File: src/rtl/core/owtp_pkg.sv
`timescale 1ns / 1ps
// ----------------------------------------------------------------------------
// owtp_pkg: shared types and constants of the thermometer poller
// Command codes, sequencer phases, one-wire command bytes and the transfer
// request bundle passed from the sequencer to the top level.
// ----------------------------------------------------------------------------
package owtp_pkg;

	localparam logic [1:0] CMD_TICK    = 2'd0;
	localparam logic [1:0] CMD_REQUEST = 2'd1;
	localparam logic [1:0] CMD_DONE    = 2'd2;
	localparam logic [1:0] CMD_POLL    = 2'd3;

	localparam logic [2:0] PH_IDLE        = 3'd0;
	localparam logic [2:0] PH_GET_SERIAL  = 3'd1;
	localparam logic [2:0] PH_SERIAL_WAIT = 3'd2;
	localparam logic [2:0] PH_CONVERT     = 3'd3;
	localparam logic [2:0] PH_READ_PAD    = 3'd4;
	localparam logic [2:0] PH_TEMP_WAIT   = 3'd5;

	localparam logic [1:0] KIND_NINE    = 2'd0;
	localparam logic [1:0] KIND_TWELVE  = 2'd1;
	localparam logic [1:0] KIND_UNKNOWN = 2'd2;

	localparam logic [7:0] FAMILY_TWELVE = 8'h28;
	localparam logic [7:0] FAMILY_NINE   = 8'h10;

	localparam logic [15:0] TX_READ_ROM  = 16'h0033;
	localparam logic [15:0] TX_CONVERT   = 16'h44CC;
	localparam logic [15:0] TX_READ_PAD  = 16'hBECC;

	localparam logic [3:0] RX_ROM_BYTES = 4'd8;
	localparam logic [3:0] RX_PAD_BYTES = 4'd9;

	localparam logic [15:0] REFRESH_RESET = 16'd1000;
	localparam logic [15:0] CONVWAIT_RESET = 16'd800;

	localparam logic REG_REFRESH  = 1'b0;
	localparam logic REG_CONVWAIT = 1'b1;

	typedef struct packed {
		logic        start;
		logic [15:0] tx_bytes;
		logic [1:0]  tx_count;
		logic [3:0]  rx_count;
		logic        check_crc;
	} xfer_t;

endpackage

File: src/rtl/core/owtp_seq.sv
`timescale 1ns / 1ps
// ----------------------------------------------------------------------------
// owtp_seq: poll sequencer
// Holds phase, tick counter, sensor kind, ROM code, fail flag and the last
// temperature; computes the updated state and transfer request for one item.
// ----------------------------------------------------------------------------
module owtp_seq #(
	parameter int TICK_BITS = 16
) (
	input  logic                 clk,
	input  logic                 arst_n,
	input  logic                 advance,
	input  logic [1:0]           cmd,
	input  logic                 wire_busy,
	input  logic                 wire_error,
	input  logic [63:0]          rx_data,
	input  logic [15:0]          refresh_period,
	input  logic [15:0]          conversion_wait,
	output owtp_pkg::xfer_t      xfer,
	output logic                 fail_nx,
	output logic [1:0]           kind_nx,
	output logic [63:0]          rom_nx,
	output logic [7:0]           temp_nx
);
	import owtp_pkg::*;

	localparam int CMP_W = (TICK_BITS > 16) ? TICK_BITS : 16;
	localparam logic [TICK_BITS-1:0] TICK_MAX = {TICK_BITS{1'b1}};

	logic [2:0]           phase_q, phase_nx;
	logic [TICK_BITS-1:0] tick_q, tick_inc, tick_nx;
	logic [1:0]           kind_q;
	logic                 fail_q;
	logic [63:0]          rom_q;
	logic [7:0]           temp_q;
	logic [CMP_W-1:0]     tick_w, refresh_w, wait_w;

	assign tick_inc  = (cmd == CMD_TICK && tick_q != TICK_MAX) ? tick_q + 1'b1 : tick_q;
	assign tick_w    = CMP_W'(tick_inc);
	assign refresh_w = CMP_W'(refresh_period);
	assign wait_w    = CMP_W'(conversion_wait);

	always_comb begin
		phase_nx = phase_q;
		tick_nx  = tick_inc;
		kind_nx  = kind_q;
		fail_nx  = fail_q;
		rom_nx   = rom_q;
		temp_nx  = temp_q;
		xfer     = '0;
		case (phase_q)
			PH_IDLE: begin
				if (cmd == CMD_REQUEST) begin
					phase_nx = PH_GET_SERIAL;
				end else if (kind_q != KIND_UNKNOWN && tick_w > refresh_w) begin
					phase_nx = PH_CONVERT;
				end
			end
			PH_GET_SERIAL: begin
				if (!wire_busy) begin
					xfer     = '{1'b1, TX_READ_ROM, 2'd1, RX_ROM_BYTES, 1'b1};
					fail_nx  = 1'b0;
					phase_nx = PH_SERIAL_WAIT;
				end
			end
			PH_SERIAL_WAIT: begin
				if (cmd == CMD_DONE) begin
					if (!wire_error) begin
						rom_nx = rx_data;
						if (rx_data[7:0] == FAMILY_TWELVE) begin
							kind_nx = KIND_TWELVE;
						end else if (rx_data[7:0] == FAMILY_NINE) begin
							kind_nx = KIND_NINE;
						end else begin
							kind_nx = KIND_UNKNOWN;
						end
					end else begin
						fail_nx = 1'b1;
					end
					phase_nx = PH_IDLE;
					tick_nx  = '0;
				end
			end
			PH_CONVERT: begin
				if (!wire_busy) begin
					xfer     = '{1'b1, TX_CONVERT, 2'd2, 4'd0, 1'b0};
					fail_nx  = 1'b0;
					phase_nx = PH_READ_PAD;
					tick_nx  = '0;
				end
			end
			PH_READ_PAD: begin
				if (tick_w > wait_w) begin
					if (wire_error) begin
						fail_nx  = 1'b1;
						phase_nx = PH_IDLE;
					end else if (!wire_busy) begin
						xfer     = '{1'b1, TX_READ_PAD, 2'd2, RX_PAD_BYTES, 1'b1};
						phase_nx = PH_TEMP_WAIT;
					end
				end
			end
			PH_TEMP_WAIT: begin
				if (cmd == CMD_DONE) begin
					if (!wire_error) begin
						// whole degrees: 1/16 steps for twelve-bit, 1/2 otherwise
						temp_nx = (kind_q == KIND_TWELVE) ? rx_data[11:4] : rx_data[8:1];
					end else begin
						fail_nx = 1'b1;
					end
					phase_nx = PH_IDLE;
				end
			end
			default: begin
				phase_nx = PH_IDLE;
			end
		endcase
	end

	always_ff @(posedge clk or negedge arst_n) begin
		if (!arst_n) begin
			phase_q <= PH_IDLE;
			tick_q  <= '0;
			kind_q  <= KIND_NINE;
			fail_q  <= 1'b0;
			rom_q   <= '0;
			temp_q  <= '0;
		end else if (advance) begin
			phase_q <= phase_nx;
			tick_q  <= tick_nx;
			kind_q  <= kind_nx;
			fail_q  <= fail_nx;
			rom_q   <= rom_nx;
			temp_q  <= temp_nx;
		end
	end

endmodule

File: src/rtl/core/owtp_fmt.sv
`timescale 1ns / 1ps
// ----------------------------------------------------------------------------
// owtp_fmt: temperature formatter
// Splits a signed whole-degree value into sign, magnitude and three packed
// BCD digits.
// ----------------------------------------------------------------------------
module owtp_fmt (
	input  logic [7:0]  temp,
	output logic        negative,
	output logic [7:0]  magnitude,
	output logic [11:0] bcd
);
	logic [7:0]  rem;
	logic [14:0] prod;
	logic [3:0]  tens;
	logic [6:0]  tens_x10;
	logic [3:0]  ones;
	logic        hundreds;

	assign negative  = temp[7];
	assign magnitude = negative ? 8'(~temp + 8'd1) : temp;
	assign hundreds  = (magnitude >= 8'd100);
	assign rem       = hundreds ? magnitude - 8'd100 : magnitude;
	// rem < 100: rem/10 == (rem*205) >> 11
	assign prod      = 15'(rem[6:0]) * 15'd205;
	assign tens      = prod[14:11];
	assign tens_x10  = 7'(tens) * 7'd10;
	assign ones      = 4'(rem[6:0] - tens_x10);
	assign bcd       = {3'b000, hundreds, tens, ones};

endmodule

File: src/rtl/core/onewire_temp_sensor_poller.sv
`timescale 1ns / 1ps
// ----------------------------------------------------------------------------
// onewire_temp_sensor_poller: one-wire thermometer polling controller
// Drives a one-wire master through ROM read, convert and scratchpad read and
// reports the sensor kind, ROM code and temperature in several formats.
// ----------------------------------------------------------------------------
// Usage:
//  - Input channel (in_valid/in_ready) carries one event per transaction:
//    tick, read-serial request, transfer complete or poll, with the master's
//    busy/error status and the received bytes.
//  - Output channel (out_valid/out_ready) returns exactly one result per
//    input transaction: an optional transfer request for the master plus the
//    fail flag, sensor kind, ROM code and the last temperature.
//  - An accepted input passes the input register, then the sequencer into
//    the result register, before out_valid rises.
//  - Throughput is one transaction per cycle while out_ready stays high; the
//    sequencer state update is a single short pass, so back-to-back events carry through.
//  - When the receiver stalls, the result register holds and the input
//    register fills; in_ready drops only once both are occupied.
//  - Reset puts the sequencer in idle with a nine-bit sensor assumed, all
//    counters and stored values zero, refresh_period 1000, conversion_wait
//    800 ticks.
//  - APB registers: 0x0 refresh_period, 0x4 conversion_wait (write when idle).
// ----------------------------------------------------------------------------
module onewire_temp_sensor_poller #(
	parameter int TICK_BITS = 16
) (
	input  logic               clk,
	input  logic               arst_n,
	// APB configuration
	input  logic               psel,
	input  logic               penable,
	input  logic               pwrite,
	input  logic [2:0]         paddr,
	input  logic [31:0]        pwdata,
	output logic [31:0]        prdata,
	output logic               pready,
	// input channel
	input  logic               in_valid,
	output logic               in_ready,
	input  logic [1:0]         cmd,
	input  logic               wire_busy,
	input  logic               wire_error,
	input  logic [63:0]        rx_data,
	// output channel
	output logic               out_valid,
	input  logic               out_ready,
	output logic               start_transfer,
	output logic [15:0]        tx_bytes,
	output logic [1:0]         tx_count,
	output logic [3:0]         rx_count,
	output logic               check_crc,
	output logic               failed,
	output logic [1:0]         sensor_kind,
	output logic [63:0]        rom_code,
	output logic signed [7:0]  temp_degrees,
	output logic               temp_negative,
	output logic [7:0]         temp_magnitude,
	output logic [11:0]        temp_bcd
);
	import owtp_pkg::*;

	logic [15:0] refresh_q, convwait_q;
	logic        cfg_wr;

	logic        valid_s1;
	logic [1:0]  cmd_s1;
	logic        busy_s1;
	logic        err_s1;
	logic [63:0] rx_s1;

	logic        load_out;
	logic        advance;

	xfer_t       xfer;
	logic        fail_nx;
	logic [1:0]  kind_nx;
	logic [63:0] rom_nx;
	logic [7:0]  temp_nx;
	logic        neg_nx;
	logic [7:0]  mag_nx;
	logic [11:0] bcd_nx;

	// configuration registers
	assign pready = 1'b1;
	assign cfg_wr = psel && penable && pwrite && pready;
	assign prdata = (paddr[2] == REG_CONVWAIT) ? {16'd0, convwait_q} : {16'd0, refresh_q};

	always_ff @(posedge clk or negedge arst_n) begin
		if (!arst_n) begin
			refresh_q  <= REFRESH_RESET;
			convwait_q <= CONVWAIT_RESET;
		end else if (cfg_wr) begin
			if (paddr[2] == REG_CONVWAIT) begin
				convwait_q <= pwdata[15:0];
			end else begin
				refresh_q <= pwdata[15:0];
			end
		end
	end

	// result register frees up when empty or being taken
	assign load_out = !out_valid || out_ready;
	assign advance  = valid_s1 && load_out;
	assign in_ready = !valid_s1 || load_out;

	// input register: hold while the result side is stalled
	always_ff @(posedge clk or negedge arst_n) begin
		if (!arst_n) begin
			valid_s1 <= 1'b0;
		end else if (in_ready) begin
			valid_s1 <= in_valid;
		end
	end

	always_ff @(posedge clk) begin
		if (in_ready && in_valid) begin
			cmd_s1  <= cmd;
			busy_s1 <= wire_busy;
			err_s1  <= wire_error;
			rx_s1   <= rx_data;
		end
	end

	owtp_seq #(
		.TICK_BITS(TICK_BITS)
	) u_seq (
		.clk             (clk),
		.arst_n          (arst_n),
		.advance         (advance),
		.cmd             (cmd_s1),
		.wire_busy       (busy_s1),
		.wire_error      (err_s1),
		.rx_data         (rx_s1),
		.refresh_period  (refresh_q),
		.conversion_wait (convwait_q),
		.xfer            (xfer),
		.fail_nx         (fail_nx),
		.kind_nx         (kind_nx),
		.rom_nx          (rom_nx),
		.temp_nx         (temp_nx)
	);

	owtp_fmt u_fmt (
		.temp      (temp_nx),
		.negative  (neg_nx),
		.magnitude (mag_nx),
		.bcd       (bcd_nx)
	);

	// result register
	always_ff @(posedge clk or negedge arst_n) begin
		if (!arst_n) begin
			out_valid <= 1'b0;
		end else if (load_out) begin
			out_valid <= valid_s1;
		end
	end

	always_ff @(posedge clk) begin
		if (advance) begin
			start_transfer <= xfer.start;
			tx_bytes       <= xfer.tx_bytes;
			tx_count       <= xfer.tx_count;
			rx_count       <= xfer.rx_count;
			check_crc      <= xfer.check_crc;
			failed         <= fail_nx;
			sensor_kind    <= kind_nx;
			rom_code       <= rom_nx;
			temp_degrees   <= signed'(temp_nx);
			temp_negative  <= neg_nx;
			temp_magnitude <= mag_nx;
			temp_bcd       <= bcd_nx;
		end
	end

endmodule

File: config.mk
export PLATFORM = sky130hd
export DESIGN_NAME = onewire_temp_sensor_poller
export DESIGN_NICKNAME = d
export VERILOG_FILES = /design/src/rtl/core/owtp_pkg.sv /design/src/rtl/core/owtp_seq.sv /design/src/rtl/core/owtp_fmt.sv /design/src/rtl/core/onewire_temp_sensor_poller.sv
export SDC_FILE = /design/constraint.sdc
export NUM_CORES = 1
export LEC_CHECK = 0
export ABC_AREA = 0
export BUFFER_PORTS_ARGS = -buffer_cell sky130_fd_sc_hd__buf_2
export CORE_ASPECT_RATIO = 0.8
export CORE_MARGIN = 2
export CORE_UTILIZATION = 45
export DETAILED_ROUTE_END_ITERATION = 10
export GPL_ROUTABILITY_DRIVEN = 0
export PLACE_DENSITY = 0.71
export SYNTH_ARGS = -nofsm -noshare
export SYNTH_HDL_FRONTEND = slang
export SYNTH_SLANG_ARGS = --single-unit
File: constraint.sdc
create_clock -name clk -period 21 [get_ports clk]
set_input_delay 1.05 -clock clk [delete_from_list [all_inputs] [get_ports clk]]
set_output_delay 1.05 -clock clk [all_outputs]
set_load 0.02 [all_outputs]
Word-level counts from Yosys, hierarchy flattened
Index checks and enable logic that the tools add are counted.
{"block": "op_classes", "addsub": 4, "n_bitwise": 2, "n_lt_le_gt_ge": 3, "n_reduce_logical": 17, "mul": 2, "n_eq_ne": 18, "mux": 39}
{"cell": "$mux W64", "n": 3}
{"cell": "$mux W24", "n": 5}
{"cell": "$pmux W24 S3", "n": 1}
{"cell": "$mux W16", "n": 4}
{"cell": "$mux W8", "n": 5}
{"cell": "$gt A16 B16 Y1", "n": 2}
{"cell": "$pmux W16 S2", "n": 1}
{"cell": "$mux W3", "n": 8}
{"cell": "$add A16 B1 Y16 const B", "n": 1}
{"cell": "$ne A16 B16 Y1 const B", "n": 1}
{"cell": "$mul A7 B8 Y15 const B", "n": 1}
{"cell": "$pmux W3 S5", "n": 1}
{"cell": "$mux W2", "n": 5}
{"cell": "$add A8 B1 Y8 const B", "n": 1}
{"cell": "$eq A8 B5 Y1 const B", "n": 1}
{"cell": "$eq A8 B6 Y1 const B", "n": 1}
{"cell": "$ge A8 B7 Y1 const B", "n": 1}
{"cell": "$not A8 Y8", "n": 1}
{"cell": "$mux W7", "n": 1}
{"cell": "$reduce_and A7 Y1", "n": 1}
{"cell": "$sub A7 B7 Y7 const B", "n": 1}
{"cell": "$eq A3 B2 Y1 const B", "n": 2}
{"cell": "$eq A3 B3 Y1 const B", "n": 2}
{"cell": "$logic_and A1 B1 Y1", "n": 6}
{"cell": "other kinds (18)", "n": 29}
{"block": "totals", "elab_cells": 111, "register_bits": 313, "out_inout_bits": 155, "input_bits": 110}

Logic depth before layout (Yosys ltp)
Gate-level depths: netlist (run 1).
{"block": "depth", "word_depth": 13, "mapped_depth": 36, "ltp_nobuf": 33}

By module
From an unflattened synthesis (run 1), not the netlist that was laid out.
{"block": "unflattened", "cells_unflattened": 1176, "hier_area_um2": 14975.6}
{"module": "onewire_temp_sensor_poller", "instances": 1, "cells_each": 301, "seq_area_each_um2": 6507.5, "area_per_inst_um2": 7343.3}
{"module": "owtp_seq", "instances": 1, "cells_each": 697, "seq_area_each_um2": 2352.3, "area_per_inst_um2": 6120.9}
{"module": "owtp_fmt", "instances": 1, "cells_each": 178, "seq_area_each_um2": 0.0, "area_per_inst_um2": 1511.4}

Worst setup path before layout (run 1)
Ideal clock, no wire load.
{"block": "synth_timing", "path_type": "register to register", "start": "register u_seq.phase_q[1]", "end": "register temp_bcd[3], data pin", "arrival_time_ns": 7.446, "period_less_slack_ns": 7.714, "setup_slack_ns": 13.286, "path_buffers": 3, "stages_incl_launch_ff": 35, "path_cell_list": "dfrtp_1 buf_2 and4bb_2 nand2_2 buf_2 a21oi_1 ha_1 nor2_1 xnor2_1 inv_1 ha_1 inv_1 a31oi_1 a32oi_2 or2_1 buf_4 nand2_1 xnor2_2 ha_1 ha_1 fa_1 inv_1 fa_1 inv_1 ha_1 a31o_2 or4_1 o211a_1 a21boi_2 xnor2_1 ha_1 inv_1 fa_1 xor2_1 xnor3_1"}
{"block": "synth_via", "elab_chain_len": 10}
{"item": "start, declared", "line": "owtp_seq.sv:30", "text": "logic [2:0] phase_q, phase_nx;"}
{"item": "start signal, assigned", "line": "owtp_seq.sv:129", "text": "phase_q <= phase_nx;"}
{"item": "$eq A3 B3 Y1 (*)", "line": "owtp_seq.sv:51", "text": "case (phase_q)"}
{"item": "$mux W8 (*)", "line": "owtp_seq.sv:51"}
{"item": "$not A8 Y8", "line": "owtp_fmt.sv:21", "text": "assign magnitude = negative ? 8'(~temp + 8'd1) : temp;"}
{"item": "$add A8 B1 Y8", "line": "owtp_fmt.sv:21"}
{"item": "$mux W8 (*)", "line": "owtp_fmt.sv:21"}
{"item": "via mag_nx[2]", "line": "onewire_temp_sensor_poller.sv:81", "text": "logic [7:0] mag_nx;"}
{"item": "$ge A8 B7 Y1 (*)", "line": "owtp_fmt.sv:22", "text": "assign hundreds = (magnitude >= 8'd100);"}
{"item": "via bcd_nx[8]", "line": "onewire_temp_sensor_poller.sv:82", "text": "logic [11:0] bcd_nx;"}
{"item": "$mux W7 (*)", "line": "owtp_fmt.sv:23", "text": "assign rem = hundreds ? magnitude - 8'd100 : magnitude;"}
{"item": "$mul A7 B8 Y15 (*)", "line": "owtp_fmt.sv:25", "text": "assign prod = 15'(rem[6:0]) * 15'd205;"}
{"item": "via bcd_nx[4]", "line": "onewire_temp_sensor_poller.sv:82"}
{"item": "$mul A4 B3 Y3 (*)", "line": "owtp_fmt.sv:27", "text": "assign tens_x10 = 7'(tens) * 7'd10;"}
{"item": "$sub A4 B4 Y4 (*)", "line": "owtp_fmt.sv:28", "text": "assign ones = 4'(rem[6:0] - tens_x10);"}
{"item": "via bcd_nx[3]", "line": "onewire_temp_sensor_poller.sv:82"}
{"item": "end signal, assigned", "line": "onewire_temp_sensor_poller.sv:173", "text": "temp_bcd <= bcd_nx;"}
{"item": "end, declared", "line": "onewire_temp_sensor_poller.sv:59", "text": "output logic [11:0] temp_bcd"}
The timed path passes the listed nets; every way through them passes the cells marked *.
A chain may end at the register's enable or synchronous reset.

Final worst setup path (run 1)
{"block": "layout_timing", "start": "register cmd_s1[1]", "end": "register temp_bcd[3], data pin"}
{"block": "layout_via", "elab_chain_len": 11}
{"item": "start, declared", "line": "onewire_temp_sensor_poller.sv:67", "text": "logic [1:0] cmd_s1;"}
{"item": "start signal, assigned", "line": "onewire_temp_sensor_poller.sv:118", "text": "cmd_s1 <= cmd;"}
{"item": "$eq A2 B2 Y1 (*)", "line": "owtp_seq.sv:104", "text": "if (cmd == CMD_DONE) begin"}
{"item": "$mux W8 (*)", "line": "owtp_seq.sv:104"}
{"item": "$mux W8 (*)", "line": "owtp_seq.sv:51"}
{"item": "$not A8 Y8", "line": "owtp_fmt.sv:21"}
{"item": "$add A8 B1 Y8", "line": "owtp_fmt.sv:21"}
{"item": "$mux W8 (*)", "line": "owtp_fmt.sv:21"}
{"item": "via mag_nx[2]", "line": "onewire_temp_sensor_poller.sv:81"}
{"item": "$sub A7 B7 Y7 / $ge A8 B7 Y1 (equally long branches)", "line": "owtp_fmt.sv:23, owtp_fmt.sv:22"}
{"item": "$mux W7 (*)", "line": "owtp_fmt.sv:23"}
{"item": "$mul A7 B8 Y15 (*)", "line": "owtp_fmt.sv:25"}
{"item": "via bcd_nx[4]", "line": "onewire_temp_sensor_poller.sv:82"}
{"item": "$mul A4 B3 Y3 (*)", "line": "owtp_fmt.sv:27"}
{"item": "$sub A4 B4 Y4 (*)", "line": "owtp_fmt.sv:28"}
{"item": "via bcd_nx[3]", "line": "onewire_temp_sensor_poller.sv:82"}
Marks and branches as above.

==> impl_metrics.toml, run 1 <==
[status]
status = "finished clean"

[flow_run]
max_cap_violations = 0

[drt]
wl_per_cell_microns = 16.76
vias = 9218
drt_iter0_markers = 448
drt-pass1-iter-count = 5
viasPerCell = 5.054
drtAntennaViolNets = 0
drc = 0
finalWirelength_mm = 30.57

[clock_network]
htreeDepth = 1
cts-resized-gates = 0
clk_pin_slew_worst_paths_ps = 60
insertion_delay_ps = 570
cts_buffers = 30
clock_path_buffers = 3
root_buffer = "clkbuf_16"
cts_hold_buf = 0
post-cts-setup-buffers = 0
numClockSinks = 292
cts_tree = "done"

[synthesis]
syn_avg_cell_area_sq_um = 11.88
yosysUniqueCellTypes = 73
yosysSeqAreaShare_pct = 57.83
synth_common_cells = "nand2_1, edfxtp_1, dfrtp_1"
ys_ff_latch = 292
synth_compound_area_share_pct = 6.757
synthAdderAreaFrac_pct = 7.148
synthFlopType = "edfxtp_1"
syn_area_sq_mm = 0.01407
synth_top_cell_by_area = "edfxtp_1"
synth.most_common_cell = "nand2_1"
netlist.area_leader.share_pct = 34.99
yosys_warnings = 0
synth-edff-count = 164
synthCells = 1185
synthSimpleGateAreaFrac_pct = 12.16
synth_area_leaders = "edfxtp_1, dfrtp_1, mux2_2"
synth-async-reset-ratio_pct = 43.84
synth_top_family_by_area = "simple AND/OR/NAND/NOR gates"
synth-xor-area-share_pct = 2.080
synthMuxAreaShare_pct = 8.730

[grt]
grt-ovfl-total = 0
grt_pass1_vias = 9374
antenna_found_initial = 7
grt_max_degree = 91
grt.total_usage_pct = 18.79
grt_pass1_wl_mm = 49.36

[power_and_ir_drop]
switchingPower_mw = 0.6649
p_seq_share_pct = 42.5
combPwrFrac_pct = 31.4
clkPwrFrac_pct = 26.1
irDropWorstVdd_v = 0.00007538
switching_share_pct = 33.59
power_density_mw_per_mm2 = 121.2
power_leakage_nw = 7.862
p_int_mw = 1.314

[die]
die_h_microns = 162.2
core-area_sq_mm = 0.03060
num_io_pins = 265
rows = 57
chipWidth_microns = 201.7
die_area_sq_mm = 0.03271
start_util_pct = 46.00

[worst_hold_path]
min_path_cells = 2
hold_path.class = "reg2reg"

[timing]
max_freq_mhz = 111.6
finalMaxSlewViolations = 0
tns_ps = 0
timing.final.crit_share_pct = 42.67
period_minus_slack_ps = 8960
hold_viol = 0
worst_pin_slew_ps = 1054
skew_ps = 21.04
relSlewSlack_pct = 29.70
setup_viol = 0
fin_ws_ps = 12040
rsz0062_at_grt = "no"

[setup_path]
worstSetupEndpointType = "flop"
arrival_ps = 9260
critical_path_class = "reg2reg"
startpoint_type = "flop"
crit_path_max_fanout = 14
slowest_stage = "a21oi_1"
cp.required_ps = 21300
rr_worst_depth = 31
crit_top_cell = "ha_1"
slowest_delay_ps = 720

[placement]
dpl_cell_area_sq_mm = 0.01536
portBuffers = 223
placedCellCount = 1764
dp_slack_ps = 12010
dpl.hpwl_mm = 20.16

[cells_and_area]
stdcell_area_sq_mm = 0.01633
nets = 1568
final_cells = 1824
syn_to_final_growth_pct = 16.01
fillCellCount = 2647
drive_gt1_share_pct = 28.14
==> flip-flops by register name, indices dropped and copies added, names as in the netlist, 3 cells and up <==
name,count
refresh_q,16
u_seq.tick_q,16
rom_code,64
tx_bytes,3
rx_s1,64
temp_degrees,8
temp_magnitude,7
convwait_q,16
temp_bcd,8
u_seq.rom_q,64
u_seq.temp_q,8
u_seq.phase_q,3
==> final cells by class <==
cell class | count | area [sq um] | share of cell area (%)
Multi-Input combinational cell | 763 | 5291 | 32.41
Clock buffer | 46 | 852.1 | 5.219
Timing Repair Buffer | 227 | 1152 | 7.058
Sequential cell | 292 | 8139 | 49.85
Tap cell | 413 | 516.7 | 3.165
Antenna cell | 4 | 10.01 | 0.06131
Clock inverter | 10 | 101.3 | 0.6207
Inverter | 69 | 264.0 | 1.617
==> kinds of logic after synthesis <==
| family | after synthesis |
|---|---|
| AND/OR/NAND/NOR | 381 |
| adder cells (fa/ha/maj) | 75 |
| other | 2 |
| flip-flops | 292 |
| AO/OA/AOI/OAI | 143 |
| XOR/XNOR | 31 |
| multiplexers | 110 |
| buffers and inverters | 151 |
==> placed cells by master, fill, tap and decap left out, types with 3 or more instances in the layout <==
cell       count
edfxtp_1     164
nor2_1        32
a21o_1        17
and2_1         6
a22o_1         5
nand4_1       13
a211oi_1       5
nand3b_1       3
a21oi_1       19
clkbuf_1      13
diode_2        4
clkbuf_16     31
nand2b_1      14
mux2i_1       11
dfrtp_1      119
o21ai_0       50
clkinv_2       5
fa_1           9
a21boi_0       3
and3_1         6
conb_1        23
dfstp_2        9
inv_1         66
o31ai_1       13
buf_2        222
a211o_1        3
nand2_1      261
xnor2_1       22
nand3_1        7
nor2b_1        8
o21a_1         4
ha_1          66
or3_1          3
nor4_1         3
buf_4          4
mux2_2        97
and4_1         3
a31oi_1        5
xor2_1         7
nor3_1         4
==> layer usage <==
metal / share of wire, % / up-vias / GRT usage [%]
met2: 46 / 263 / 30.69
met1: 45 / 4454 / 25.30
met4: 1.5 / 6 / 3.376
li1: - / 4454 / -
met5: 0.10 / - / 0
met3: 7.1 / 41 / 5.498
==> power by group through the flow <==
| stage | combinational, mW | sequential (mW) | clock [mW] |
|---|---|---|---|
| 6_report | 0.622 | 0.840 | 0.517 |
| 5_1_grt | 0.703 | 0.858 | 0.553 |
| 4_1_cts | 0.627 | 0.841 | 0.530 |
| 3_5_place_dp | 0.622 | 0.849 | 0 |
| 3_3_place_gp | 0.600 | 0.845 | 0 |
| 2_1_floorplan | 0.413 | 0.888 | 0 |
==> stage by stage <==
step           util [%]  power (mW)  hold slack [ps]
3_5_place_dp      50.21       1.471            456.6
6_report          53.36       1.979            465.7
3_3_place_gp      50.21       1.446            450.9
4_1_cts           53.33       1.999            472.0
5_1_grt           53.35       2.114            490.1
2_1_floorplan         -       1.301            440.1
==> final timing paths <==
kind                                             start                           to  slack (ps)
max                                cmd_s1[1]$_DFFE_PP_        temp_bcd[3]$_DFFE_PP_       12040
min                        u_seq.rom_q[22]$_DFFE_PN0P_  u_seq.rom_q[22]$_DFFE_PN0P_         470
max reg2reg                        cmd_s1[1]$_DFFE_PP_        temp_bcd[3]$_DFFE_PP_       12040
min reg2reg                u_seq.rom_q[22]$_DFFE_PN0P_  u_seq.rom_q[22]$_DFFE_PN0P_         470
max in group asynchronous                       arst_n  u_seq.rom_q[49]$_DFFE_PN0P_       19250
min in group asynchronous                       arst_n         valid_s1$_DFFE_PN0N_         520
==> worst max-delay path, delay by kind of cell (launching register included) <==
kind	cells	cell delay (ps)
XOR/XNOR	5	1340
flip-flops	1	420
adder cells (fa/ha/maj)	9	3090
buffers and inverters	5	410
AO/OA/AOI/OAI	6	1640
AND/OR/NAND/NOR	6	1770
(Power assumes the default switching activity.)
==> run 2: changes to the inputs <==
--- a/config.mk
+++ b/config.mk
@@ -12,7 +12,7 @@
 export CORE_UTILIZATION = 45
 export DETAILED_ROUTE_END_ITERATION = 10
 export GPL_ROUTABILITY_DRIVEN = 0
-export PLACE_DENSITY = 0.71
+export PLACE_DENSITY = 0.73
 export SYNTH_ARGS = -nofsm -noshare
 export SYNTH_HDL_FRONTEND = slang
 export SYNTH_SLANG_ARGS = --single-unit
==> constraint.sdc (replaced) <==
create_clock -name clk -period 7.7 [get_ports clk]
set_input_delay 0.385 -clock clk [delete_from_list [all_inputs] [get_ports clk]]
set_output_delay 0.385 -clock clk [all_outputs]
set_load 0.02 [all_outputs]
==> run 2 against run 1 <==
Cell count increased by 5.0%. Worst setup slack got worse by 12000 ps. Combinational power rose to 2.9 times the previous value. Sequential power grew to 2.7 times the previous value. Critical path type unchanged. Largest power group unchanged.
==> impl_metrics.toml, run 2 (same netlist as run 1, synthesis figures left out) <==
[status]
status = "finished clean"

[clock_network]
htreeDepth = 1
cts_buffers = 30
clk_pin_slew_worst_paths_ps = 60
cts_tree = "done"
insertion_delay_ps = 580
clock_path_buffers = 3
numClockSinks = 292
root_buffer = "clkbuf_16"

[cells_and_area]
drive_gt1_share_pct = 28.65
nets = 1663
syn_to_final_growth_pct = 22.82
layout_commonest_cell = "nand2_1"
top_regs = "rom_code: 64 flops, rx_s1: 64 flops, u_seq.rom_q: 64 flops"
fin_util_pct = 56.50
fillCellCount = 2485
mostFrequentLayoutCells = "nand2_1, buf_2, edfxtp_1"

[die]
start_util_pct = 46.00
chipWidth_microns = 201.7
num_io_pins = 265
core-area_sq_mm = 0.03060
die_area_sq_mm = 0.03271
die_h_microns = 162.2
rows = 57

[setup_path]
slowest_delay_ps = 520
crit_family = "adder cells"
cp.required_ps = 8010
startpoint_type = "flop"
arrival_ps = 7640
slowest_stage = "fa_1"
critical_path_class = "reg2reg"
crit_path_max_fanout = 8
r2r_slack_ps = 370
critical_path_buf_inv_count = 7
worstSetupEndpointType = "flop"
crit_top_cell = "inv_1"

[timing]
period_minus_slack_ps = 7328
skew_ps = 20.04
finalMaxSlewViolations = 0
relSlewSlack_pct = 30.14
hold_viol = 0
timing.final.crit_share_pct = 95.16
worst_pin_slew_ps = 1048
setup_viol = 0
max_freq_mhz = 136.5

[drt]
vias = 9706
wl_per_cell_microns = 16.77
drt_iter0_markers = 687
drc = 0
finalWirelength_mm = 32.14
viasPerCell = 5.066
drtAntennaViolNets = 0
drt-pass1-iter-count = 6

[grt]
grt_pass1_vias = 9911
antenna_found_initial = 2
grt.total_usage_pct = 19.48
grt-ovfl-total = 0
grt_max_degree = 97
grt_pass1_wl_mm = 51.09

[power_and_ir_drop]
power_density_mw_per_mm2 = 321.9
power_mw = 5.564
power_leakage_nw = 8.303
irDropWorstVdd_v = 0.0002195

[worst_hold_path]
hold_path.class = "in2reg"

[placement]
dpl.hpwl_mm = 20.70
portBuffers = 223

[flow_run]
max_cap_violations = 0
==> run 2: changes by cell type in the layout (fill, tap and decap cells not counted), sizes merged <==
cell         before  now
clkbuf           46   43
clkinvlp          0    2
bufinv            1    2
dlygate4sd3       0   69
buf             227  253
diode             4    2
inv              70   69
==> run 2: repair_timing <==
action,in CTS,in global routing
buffers inserted,0,11
endpoints found under the setup margin,1,2
hold buffers,69,0
hold endpoints to repair,127,0
pin swaps,0,4
resized for setup,1,6
gates cloned,0,0
==> run 2: layout make-up <==
class                   instances  area (sq um)  share of cell area [%]
diodes                          2         5.005                 0.02895
clock buffers                  43         849.6                   4.915
clock inverters                12         133.9                  0.7745
inverters                      69         264.0                   1.527
multi-input cells             763          5326                   30.81
flip-flops and latches        292          8139                   47.09
well taps                     413         516.7                   2.990
repair buffers                322          2051                   11.86
==> run 2: metal layers <==
layer	wire length (microns)	track usage (%)	vias up
li1	-	-	4648
met1	14470	25.78	4737
met2	15090	32.71	273
met3	1973	4.715	48
met4	600	4.378	0
met5	0	0	-
==> run 2: power by group <==
group	switching, mW	internal, mW
Combinational	1.06	0.762
Sequential	0.187	2.11
Clock	0.612	0.833
Total	1.86	3.70
==> run 2: worst paths after layout <==
check	to	from	depth (start not counted)
worst max-delay path	temp_bcd[3]$_DFFE_PP_	u_seq.kind_q[1]$_DFFE_PN0P_	32
worst min-delay path	err_s1$_DFFE_PP_	wire_error	1
worst max register to register	temp_bcd[3]$_DFFE_PP_	u_seq.kind_q[1]$_DFFE_PN0P_	32
worst min register to register	u_seq.rom_q[26]$_DFFE_PN0P_	u_seq.rom_q[26]$_DFFE_PN0P_	2
max in group asynchronous	u_seq.tick_q[2]$_DFFE_PN0P_	arst_n	3
min in group asynchronous	u_seq.rom_q[56]$_DFFE_PN0P_	arst_n	2
==> run 2: per-stage QoR <==
| step | setup WS, ps | hold WS [ps] | setup TNS [ps] | instances | cell area [sq um] |
|---|---|---|---|---|---|
| final | 372.4 | 49.92 | 0 | 1916 | 17290 |
| after global routing | -67.50 | 11.10 | -67.50 | 1916 | 17290 |
| after CTS | 23.89 | 11.67 | 0 | 1903 | 17160 |
| after detailed placement | -94.14 | 431.6 | -94.14 | 1779 | 15480 |
| after global placement | 185.5 | 428.4 | 0 | 1779 | 15480 |
| after floorplan | 190.3 | 89.41 | 0 | 1206 | 14160 |
